--- config.mk ---
export PLATFORM = sky130hd
export DESIGN_NAME = ntfs_data_run_decoder_core
export DESIGN_NICKNAME = d
export VERILOG_FILES = /design/src/rtl/core/ndrd_pkg.sv /design/src/rtl/core/ndrd_front.sv /design/src/rtl/core/ndrd_queue.sv /design/src/rtl/core/ndrd_back.sv /design/src/rtl/core/ntfs_data_run_decoder_core.sv
export SDC_FILE = /design/constraint.sdc
export NUM_CORES = 2
export LEC_CHECK = 0
export BUFFER_PORTS_ARGS = -buffer_cell sky130_fd_sc_hd__buf_2
export CAP_MARGIN = 5
export CORE_ASPECT_RATIO = 0.5
export CORE_MARGIN = 5
export CORE_UTILIZATION = 30
export CTS_CLUSTER_DIAMETER = 30
export DETAILED_ROUTE_END_ITERATION = 16
export SETUP_SLACK_MARGIN = 0.1
export SKIP_LAST_GASP = 1
export SLEW_MARGIN = 20
export SYNTH_ARGS = -nofsm -noshare
export SYNTH_HDL_FRONTEND = slang
export SYNTH_SLANG_ARGS = --single-unit
--- constraint.sdc ---
create_clock -name clock -period 15.3 [get_ports clock]
set_input_delay 0.765 -clock clock [delete_from_list [all_inputs] [get_ports clock]]
set_output_delay 0.765 -clock clock [all_outputs]
set_load 0.05 [all_outputs]
--- src/rtl/core/ndrd_pkg.sv ---
`timescale 1ns / 1ps

package ndrd_pkg;

   // Largest legal length or offset field, in bytes
   localparam logic [3:0] MAX_FIELD_BYTES = 4'd8;

   // Configuration register indexes
   localparam int unsigned CSR_INDEX_W = 2;
   localparam logic [CSR_INDEX_W-1:0] CSR_CLUSTER_SECTORS   = 2'd0;
   localparam logic [CSR_INDEX_W-1:0] CSR_PARTITION_START   = 2'd1;
   localparam logic [CSR_INDEX_W-1:0] CSR_FILE_BYTES        = 2'd2;

   localparam logic [7:0] CLUSTER_SECTORS_RESET = 8'd8;

   // Parser phase, one-hot
   typedef enum logic [3:0] {
      PH_HEADER = 4'b0001,
      PH_LENGTH = 4'b0010,
      PH_OFFSET = 4'b0100,
      PH_HALT   = 4'b1000
   } phase_type;

   // One classified request handed from the parser to the address unit
   typedef struct packed {
      logic        restart;   // reload the remaining count before this entry
      logic [47:0] load;      // file size captured at list start
      logic        is_run;
      logic        is_end;
      logic        is_mal;
      logic        sparse;
      logic [63:0] len;       // run length in clusters
      logic [63:0] cluster;   // absolute cluster number
   } run_entry_type;

endpackage

--- src/rtl/core/ndrd_front.sv ---
`timescale 1ns / 1ps

module ndrd_front import ndrd_pkg::*; (
   input  logic          clock,
   input  logic          reset,
   input  logic          req_valid,
   output logic          req_stall,
   input  logic [7:0]    req_run_byte,
   input  logic          req_list_start,
   input  logic [47:0]   file_bytes,
   input  logic          queue_full,
   output logic          push,
   output run_entry_type push_entry
);

   // Sign-extend a little-endian field of n bytes (n = 1..8)
   function automatic logic [63:0] sext_field(input logic [63:0] v, input logic [3:0] n);
      logic [63:0] r;
      logic [5:0]  sidx;
      logic        sgn;
      r    = v;
      sidx = {3'(n - 4'd1), 3'b111};
      sgn  = v[sidx];
      for (int i = 0; i < 8; i++) begin
         if (4'(i) >= n) begin
            r[8*i +: 8] = {8{sgn}};
         end
      end
      return r;
   endfunction

   phase_type   phase_ff, phase_in;
   logic [3:0]  lsz_ff, lsz_in;
   logic [3:0]  osz_ff, osz_in;
   logic [3:0]  cnt_ff, cnt_in;
   logic [63:0] len_ff, len_in;
   logic [63:0] off_ff, off_in;
   logic [63:0] prev_ff, prev_in;
   logic        pend_ff, pend_in;
   logic [47:0] load_ff, load_in;

   logic        accept;
   phase_type   phase_eff;
   logic [63:0] prev_eff;
   logic        pend_eff;
   logic [47:0] load_eff;
   logic [63:0] shifted;
   logic [3:0]  cnt_nx;
   logic [63:0] len_new;
   logic [63:0] off_new;
   logic [63:0] cluster_sum;
   logic [3:0]  lo_nib;
   logic [3:0]  hi_nib;

   assign req_stall = queue_full;
   assign accept    = req_valid && !queue_full;

   // A start flag restarts parsing on this very byte
   assign phase_eff = req_list_start ? PH_HEADER : phase_ff;
   assign prev_eff  = req_list_start ? 64'd0 : prev_ff;
   assign pend_eff  = req_list_start || pend_ff;
   assign load_eff  = req_list_start ? file_bytes : load_ff;

   assign lo_nib      = req_run_byte[3:0];
   assign hi_nib      = req_run_byte[7:4];
   assign shifted     = {56'd0, req_run_byte} << {cnt_ff[2:0], 3'b000};
   assign cnt_nx      = cnt_ff + 4'd1;
   assign len_new     = len_ff | shifted;
   assign off_new     = off_ff | shifted;
   assign cluster_sum = prev_eff + sext_field(off_new, osz_ff);

   // Parser
   always_comb begin
      phase_in   = phase_ff;
      lsz_in     = lsz_ff;
      osz_in     = osz_ff;
      cnt_in     = cnt_ff;
      len_in     = len_ff;
      off_in     = off_ff;
      prev_in    = prev_ff;
      pend_in    = pend_ff;
      load_in    = load_ff;
      push       = 1'b0;
      push_entry = '0;
      push_entry.restart = pend_eff;
      push_entry.load    = load_eff;
      if (accept) begin
         prev_in  = prev_eff;
         pend_in  = pend_eff;
         load_in  = load_eff;
         phase_in = phase_eff;
         unique case (phase_eff)
            PH_HEADER: begin
               if (req_run_byte == 8'd0) begin
                  push              = 1'b1;
                  push_entry.is_end = 1'b1;
                  phase_in          = PH_HALT;
               end else if (lo_nib > MAX_FIELD_BYTES || hi_nib > MAX_FIELD_BYTES) begin
                  push              = 1'b1;
                  push_entry.is_mal = 1'b1;
                  phase_in          = PH_HALT;
               end else begin
                  lsz_in   = lo_nib;
                  osz_in   = hi_nib;
                  len_in   = 64'd0;
                  off_in   = 64'd0;
                  cnt_in   = 4'd0;
                  phase_in = (lo_nib != 4'd0) ? PH_LENGTH : PH_OFFSET;
               end
            end
            PH_LENGTH: begin
               len_in = len_new;
               cnt_in = cnt_nx;
               if (cnt_nx >= lsz_ff) begin
                  if (osz_ff == 4'd0) begin
                     // sparse run: cluster number stays
                     push              = 1'b1;
                     push_entry.is_run = 1'b1;
                     push_entry.sparse = 1'b1;
                     push_entry.len    = len_new;
                     push_entry.cluster = prev_eff;
                     phase_in          = PH_HEADER;
                  end else begin
                     cnt_in   = 4'd0;
                     phase_in = PH_OFFSET;
                  end
               end
            end
            PH_OFFSET: begin
               off_in = off_new;
               cnt_in = cnt_nx;
               if (cnt_nx >= osz_ff) begin
                  push               = 1'b1;
                  push_entry.is_run  = 1'b1;
                  push_entry.len     = len_ff;
                  push_entry.cluster = cluster_sum;
                  prev_in            = cluster_sum;
                  phase_in           = PH_HEADER;
               end
            end
            PH_HALT: begin
               phase_in = PH_HALT;
            end
            default: begin
               phase_in = PH_HEADER;
            end
         endcase
         if (push) begin
            pend_in = 1'b0;
         end
      end
   end

   always_ff @(posedge clock) begin
      if (reset) begin
         phase_ff <= PH_HEADER;
         lsz_ff   <= 4'd0;
         osz_ff   <= 4'd0;
         cnt_ff   <= 4'd0;
         len_ff   <= 64'd0;
         off_ff   <= 64'd0;
         prev_ff  <= 64'd0;
         pend_ff  <= 1'b0;
         load_ff  <= 48'd0;
      end else begin
         phase_ff <= phase_in;
         lsz_ff   <= lsz_in;
         osz_ff   <= osz_in;
         cnt_ff   <= cnt_in;
         len_ff   <= len_in;
         off_ff   <= off_in;
         prev_ff  <= prev_in;
         pend_ff  <= pend_in;
         load_ff  <= load_in;
      end
   end

endmodule

--- src/rtl/core/ndrd_queue.sv ---
`timescale 1ns / 1ps

module ndrd_queue import ndrd_pkg::*; #(
   parameter int unsigned DEPTH = 4
) (
   input  logic          clock,
   input  logic          reset,
   input  logic          push,
   input  run_entry_type push_entry,
   output logic          full,
   input  logic          pop,
   output logic          out_valid,
   output run_entry_type out_entry
);

   localparam int unsigned PTR_W = (DEPTH > 1) ? $clog2(DEPTH) : 1;
   localparam int unsigned CNT_W = $clog2(DEPTH + 1);
   localparam logic [PTR_W-1:0] LAST = PTR_W'(DEPTH - 1);

   run_entry_type    slot_ff [DEPTH];
   logic [PTR_W-1:0] wr_ff, wr_in;
   logic [PTR_W-1:0] rd_ff, rd_in;
   logic [CNT_W-1:0] cnt_ff, cnt_in;
   logic             do_pop;

   assign full      = (cnt_ff == CNT_W'(DEPTH));
   assign out_valid = (cnt_ff != '0);
   assign out_entry = slot_ff[rd_ff];
   assign do_pop    = pop && out_valid;

   // Pointer and fill count update
   always_comb begin
      wr_in  = wr_ff;
      rd_in  = rd_ff;
      cnt_in = cnt_ff;
      if (push) begin
         wr_in = (wr_ff == LAST) ? '0 : wr_ff + PTR_W'(1);
      end
      if (do_pop) begin
         rd_in = (rd_ff == LAST) ? '0 : rd_ff + PTR_W'(1);
      end
      if (push && !do_pop) begin
         cnt_in = cnt_ff + CNT_W'(1);
      end else if (!push && do_pop) begin
         cnt_in = cnt_ff - CNT_W'(1);
      end
   end

   always_ff @(posedge clock) begin
      if (reset) begin
         wr_ff  <= '0;
         rd_ff  <= '0;
         cnt_ff <= '0;
      end else begin
         wr_ff  <= wr_in;
         rd_ff  <= rd_in;
         cnt_ff <= cnt_in;
      end
   end

   // Entry storage
   always_ff @(posedge clock) begin
      if (push) begin
         slot_ff[wr_ff] <= push_entry;
      end
   end

endmodule

--- src/rtl/core/ndrd_back.sv ---
`timescale 1ns / 1ps

module ndrd_back import ndrd_pkg::*; (
   input  logic          clock,
   input  logic          reset,
   input  logic          q_valid,
   input  run_entry_type q_entry,
   output logic          q_pop,
   input  logic [7:0]    cluster_sectors,
   input  logic [31:0]   partition_start_sector,
   output logic          rsp_valid,
   input  logic          rsp_stall,
   output logic [63:0]   rsp_disk_address,
   output logic [63:0]   rsp_run_clusters,
   output logic [47:0]   rsp_copy_bytes,
   output logic          rsp_sparse_run,
   output logic          rsp_end_of_list,
   output logic          rsp_malformed
);

   logic        advance;

   // stage 1: products
   logic        s1_valid_ff;
   logic        s1_restart_ff;
   logic [47:0] s1_load_ff;
   logic        s1_is_run_ff;
   logic        s1_end_ff;
   logic        s1_mal_ff;
   logic        s1_sparse_ff;
   logic [63:0] s1_len_ff;
   logic [63:0] s1_cl_mul_ff;
   logic [54:0] s1_run_mul_ff;
   logic        s1_big_ff;

   logic [63:0] cl_mul_in;
   logic [54:0] run_mul_in;
   logic        big_in;

   // stage 2: remaining count and output register
   logic [47:0] rem_ff, rem_in;
   logic [47:0] rem_eff;
   logic [63:0] run_size;
   logic [47:0] copy;
   logic [63:0] addr_sum;

   logic        out_valid_ff;
   logic [63:0] out_addr_ff;
   logic [63:0] out_len_ff;
   logic [47:0] out_copy_ff;
   logic        out_sparse_ff;
   logic        out_end_ff;
   logic        out_mal_ff;

   assign advance = !out_valid_ff || !rsp_stall;
   assign q_pop   = q_valid && advance;

   // cluster times sectors; the factor of 512 is a shift in stage 2
   assign cl_mul_in  = q_entry.cluster * {56'd0, cluster_sectors};
   assign run_mul_in = {8'd0, q_entry.len[46:0]} * {47'd0, cluster_sectors};
   assign big_in     = (|q_entry.len[63:47]) && (cluster_sectors != 8'd0);

   always_ff @(posedge clock) begin
      if (reset) begin
         s1_valid_ff <= 1'b0;
      end else if (advance) begin
         s1_valid_ff <= q_valid;
      end
   end

   always_ff @(posedge clock) begin
      if (advance) begin
         s1_restart_ff <= q_entry.restart;
         s1_load_ff    <= q_entry.load;
         s1_is_run_ff  <= q_entry.is_run;
         s1_end_ff     <= q_entry.is_end;
         s1_mal_ff     <= q_entry.is_mal;
         s1_sparse_ff  <= q_entry.sparse;
         s1_len_ff     <= q_entry.len;
         s1_cl_mul_ff  <= cl_mul_in;
         s1_run_mul_ff <= run_mul_in;
         s1_big_ff     <= big_in;
      end
   end

   // Copy size: min of run size and bytes left, run size saturating
   always_comb begin
      rem_eff  = s1_restart_ff ? s1_load_ff : rem_ff;
      run_size = {s1_run_mul_ff, 9'd0};
      if (s1_big_ff) begin
         copy = rem_eff;
      end else if (run_size < {16'd0, rem_eff}) begin
         copy = run_size[47:0];
      end else begin
         copy = rem_eff;
      end
      rem_in   = rem_ff;
      if (s1_valid_ff && advance) begin
         rem_in = rem_eff - copy;
      end
      addr_sum = {23'd0, partition_start_sector, 9'd0} + {s1_cl_mul_ff[54:0], 9'd0};
   end

   always_ff @(posedge clock) begin
      if (reset) begin
         rem_ff       <= 48'd0;
         out_valid_ff <= 1'b0;
      end else begin
         rem_ff <= rem_in;
         if (advance) begin
            out_valid_ff <= s1_valid_ff;
         end
      end
   end

   always_ff @(posedge clock) begin
      if (advance && s1_valid_ff) begin
         out_addr_ff   <= (s1_is_run_ff && !s1_sparse_ff) ? addr_sum : 64'd0;
         out_len_ff    <= s1_len_ff;
         out_copy_ff   <= copy;
         out_sparse_ff <= s1_sparse_ff;
         out_end_ff    <= s1_end_ff;
         out_mal_ff    <= s1_mal_ff;
      end
   end

   assign rsp_valid        = out_valid_ff;
   assign rsp_disk_address = out_addr_ff;
   assign rsp_run_clusters = out_len_ff;
   assign rsp_copy_bytes   = out_copy_ff;
   assign rsp_sparse_run   = out_sparse_ff;
   assign rsp_end_of_list  = out_end_ff;
   assign rsp_malformed    = out_mal_ff;

endmodule

--- src/rtl/core/ntfs_data_run_decoder_core.sv ---
`timescale 1ns / 1ps

// NTFS run list decoder.
// Request channel (req_valid / req_stall): one run-list byte per request,
// with req_list_start marking the first byte of a new list. Response
// channel (rsp_valid / rsp_stall): one response per completed run, per
// zero header byte (end of list) and per oversize header (malformed).
// Bytes that complete nothing give no response.
// Throughput: one byte per cycle while req_stall is low. The parser keeps
// cluster number and field state in flops and finishes each byte in its
// cycle; the address unit behind it runs a two-stage pipeline (products
// with the 8-bit sector count, then the remaining-count subtract and
// address add). A response passes through the queue slot, the stage-1
// registers and the output register before rsp_valid rises.
// A small queue sits between parser and address unit; when the receiver
// stalls, the output register holds, the pipeline freezes, and once the
// queue fills req_stall rises. Nothing is dropped. Configuration
// (csr_write / csr_index / csr_wdata) is written while idle by the user;
// the block does not enforce it. Reset: synchronous; clears parser, queue
// and pipeline; cluster_sectors to 8, partition start and file size to 0.
module ntfs_data_run_decoder_core import ndrd_pkg::*; #(
   parameter int unsigned QUEUE_DEPTH = 4
) (
   input  logic                   clock,
   input  logic                   reset,
   input  logic                   req_valid,
   output logic                   req_stall,
   input  logic [7:0]             req_run_byte,
   input  logic                   req_list_start,
   output logic                   rsp_valid,
   input  logic                   rsp_stall,
   output logic [63:0]            rsp_disk_address,
   output logic [63:0]            rsp_run_clusters,
   output logic [47:0]            rsp_copy_bytes,
   output logic                   rsp_sparse_run,
   output logic                   rsp_end_of_list,
   output logic                   rsp_malformed,
   input  logic                   csr_write,
   input  logic [CSR_INDEX_W-1:0] csr_index,
   input  logic [47:0]            csr_wdata
);

   logic [7:0]    cluster_sectors_ff;
   logic [31:0]   partition_start_ff;
   logic [47:0]   file_bytes_ff;

   logic          q_full;
   logic          q_push;
   run_entry_type q_push_entry;
   logic          q_pop;
   logic          q_valid;
   run_entry_type q_entry;

   // Configuration registers
   always_ff @(posedge clock) begin
      if (reset) begin
         cluster_sectors_ff <= CLUSTER_SECTORS_RESET;
         partition_start_ff <= 32'd0;
         file_bytes_ff      <= 48'd0;
      end else if (csr_write) begin
         case (csr_index)
            CSR_CLUSTER_SECTORS: cluster_sectors_ff <= csr_wdata[7:0];
            CSR_PARTITION_START: partition_start_ff <= csr_wdata[31:0];
            CSR_FILE_BYTES:      file_bytes_ff      <= csr_wdata;
            default: ;
         endcase
      end
   end

   ndrd_front u_front (
      .clock          (clock),
      .reset          (reset),
      .req_valid      (req_valid),
      .req_stall      (req_stall),
      .req_run_byte   (req_run_byte),
      .req_list_start (req_list_start),
      .file_bytes     (file_bytes_ff),
      .queue_full     (q_full),
      .push           (q_push),
      .push_entry     (q_push_entry)
   );

   ndrd_queue #(
      .DEPTH (QUEUE_DEPTH)
   ) u_queue (
      .clock      (clock),
      .reset      (reset),
      .push       (q_push),
      .push_entry (q_push_entry),
      .full       (q_full),
      .pop        (q_pop),
      .out_valid  (q_valid),
      .out_entry  (q_entry)
   );

   ndrd_back u_back (
      .clock                  (clock),
      .reset                  (reset),
      .q_valid                (q_valid),
      .q_entry                (q_entry),
      .q_pop                  (q_pop),
      .cluster_sectors        (cluster_sectors_ff),
      .partition_start_sector (partition_start_ff),
      .rsp_valid              (rsp_valid),
      .rsp_stall              (rsp_stall),
      .rsp_disk_address       (rsp_disk_address),
      .rsp_run_clusters       (rsp_run_clusters),
      .rsp_copy_bytes         (rsp_copy_bytes),
      .rsp_sparse_run         (rsp_sparse_run),
      .rsp_end_of_list        (rsp_end_of_list),
      .rsp_malformed          (rsp_malformed)
   );

endmodule

==> reports/summary.txt <==
vias in the first global route: 61,196
EDFF count, synth: 1,086
clk sink count: 1,474
VDD IR max: 0.120 mV
die area: 304,000 µm²
area post-placement: 93,200 µm²
Skew-Pair Late Insertion Delay: 0.93 ns
Max Transition Viols Final: 0
Mapped Cells: 7,707
ys async rst share: 0
Final nets: 8,893
Layout area overhead: 17.4%
f_max: 0.120 GHz
Routed WL: 249 mm
drt via density: 5.01
total grt overflow: 0
post-synth top area cell: edfxtp_1
WS Path Type: reg2reg
CTS H-tree depth: 5
Post-CTS Setup Bufs: 0
most area-consuming cells after synthesis: edfxtp_1 37%, fa_1 13%, dfxtp_1 8.8%
final instance area: 103,000 µm²
first-pass GRT wire length: 380 mm
Yosys cell types: 96
hold_buf cts: 0
Setup crit end kind: flip-flop
die width: 775 µm
Hold WS: 0.105 ns
final-report hold violation count: 0
post-synthesis sequential area ratio: 0.460
Worst-Margin Slew: 1.12 ns
CTS tree: yes
#FFs+latches synth: 1,474
pin count of the biggest net entering global routing: 117
DR iter-0 viols: 5,320
WL/cell: 20.6 µm
Yosys Warn Count: 0
initial antenna violation count: 6
row count: 140
fill cell count: 28,569
DP HPWL: 177 mm
Avg Inst Size Synth: 11.4 µm²
pwr/cell area: 200 nW/µm²
post-CTS sizing: 0
core box area: 291,000 µm²
ANT nets after route: 0
Final setup viols: 0
number of buffers added on ports: 235
via count: 60,592
total CTS buffers: 300
Clock Path Buffers: 4
WP data arrival: 8.88 ns
static leakage: 39.3 nW
layout cell share with drive strength beyond 1: 0.139
crit path max fanout: 86
Final Cycle Share: 0.543
DR DRC count: 0
Max Cap Viol: 0
gr usage total: 0.161
Worst Hold Class: in2reg
clk slew on worst S/H paths: 0.05 ns
run status: completed
unrepaired setup endpoints after global routing: false
height of the die: 392 µm
synthesized cell area: 87,800 µm²
Worst Setup Start Kind: flip-flop
Max Clock Skew: 0.103 ns
CP required: 15.88 ns
Synth top area share: 0.372
Final Core Density: 0.354
fin crit period: 8.30 ns
setup_tns: 0 ns
DR pass1 iterations: 8
Max transition margin: 0.254
clock root cell: clkbuf_16
Starting Density: 0.301
dominant synthesized flop cell: edfxtp_1
GPL Wtd Cong: 0.895
total chip power: 20.7 mW
Ports: 245
[logic make-up after synthesis]
family	Yosys count	share of synthesized area
buffers and inverters	1016	0.0442
and+or+nand+nor	2407	0.133
xor gates and xnor gates	255	0.0255
muxes	285	0.0594
adders and majority gates	882	0.174
AOI/OAI and AO/OA	1387	0.104
DFF	1474	0.460
other	1	0.0000427
[sequential cells by signal, indices dropped and copies added, names as in the netlist, 32 cells and up, named ones only]
| signal | cells |
|---|---|
| file_bytes_ff | 48 |
| partition_start_ff | 32 |
| u_back.rem_ff | 48 |
| u_back.rsp_copy_bytes | 48 |
| u_back.rsp_disk_address | 55 |
| u_back.rsp_run_clusters | 64 |
| u_back.s1_cl_mul_ff | 55 |
| u_back.s1_len_ff | 64 |
| u_back.s1_load_ff | 48 |
| u_back.s1_run_mul_ff | 55 |
| u_front.len_ff | 64 |
| u_front.load_ff | 48 |
| u_front.off_ff | 57 |
| u_front.prev_ff | 55 |
| u_queue.slot_ff | 688 |
[cells in the final DEF, fill, tap and decap left out, types with 85 or more instances in the layout]
cell          n
edfxtp_1   1086
a21oi_1     447
and2_1      625
mux4_2      173
ha_1        305
a22oi_1     258
dfxtp_1     378
xnor2_1     161
buf_2       233
nor2_1      657
fa_1        568
clkbuf_16   305
xor2_1       93
a21o_1      145
nor2b_1      85
nand2_1     666
o21ai_0     148
inv_1       636
[critical path: stages (launching register included)]
cell and delay, ns:
dfxtp_4 0.80, buf_12 0.56, mux4_2 0.71, and2_1 0.22
fa_1 0.56, fa_1 0.43, fa_1 0.49, inv_1 0.05
fa_1 0.47, inv_1 0.04, ha_1 0.34, a21o_1 0.18
a21o_1 0.17, a221oi_1 0.45, a211oi_1 0.22, o21a_1 0.31
o211ai_1 0.36, a211oi_1 0.18, o41ai_1 0.60, o21ai_0 0.18
a221oi_1 0.36, xnor2_1 0.11
[per-stage QoR]
step	setup WS (ns)	cells
after floorplan	2.88	7715
after global placement	7.01	11558
after detailed placement	6.97	11558
after CTS	6.87	12088
after global routing	6.34	12089
final	7.00	12092
[path summary, 6_finish.rpt]
kind | slack, ns | endpoint | start | depth (start not counted)
setup / recovery | 7.00 | u_back.s1_cl_mul_ff[53] | flip-flop | 21
hold / removal | 0.10 | partition_start_ff[15] | csr_wdata[15] | 3
setup reg to reg | 7.00 | u_back.s1_cl_mul_ff[53] | flip-flop | 21
hold reg to reg | 0.39 | u_back.rsp_run_clusters[63] | u_back.s1_len_ff[63] | 0
[metal layers]
layer	wire length, µm	global-route usage	vias to the layer above
met3	13700	0.0235	480
met2	118000	0.270	1889
met5	0	0	-
met4	11500	0.0705	0
met1	106000	0.208	30716
li1	-	-	27507
[power breakdown]
group          switching, mW  internal (mW)
combinational           5.49           3.11
sequential             0.466           5.27
clock                   2.19           4.13
total                   8.15           12.5
[Yosys cell counts (27+ instances only)]
cell type	instances
edfxtp_1	1086
nand2_1	668
nor2_1	665
inv_1	636
and2_1	629
fa_1	568
a21oi_1	447
dfxtp_1	388
clkbuf_1	329
ha_1	305
a22oi_1	258
mux4_2	173
xnor2_1	161
o21ai_0	148
a21o_1	145
xor2_1	93
nor2b_1	86
nand3_1	72
mux2_2	71
nor3_1	69
nand2b_1	53
nand4_1	46
o21bai_1	41
a211oi_1	40
o21a_1	37
and3_1	34
buf_1	33
a31oi_1	31
a22o_1	30
o31ai_1	30
o31a_1	27
[area by class of cell]
type                            count  area, µm²  area share
Clock inverter                    191       1990      0.0193
Sequential cell                  1474      40400       0.392
Multi-Input combinational cell   5225      43700       0.424
Inverter                          637       2400      0.0233
Clock buffer                      339       7830      0.0760
Timing Repair Buffer              318       1860      0.0181
Tap cell                         3905       4890      0.0474
Antenna cell                        3       7.51   0.0000729
Note: power is estimated with default switching activity, not from simulation.
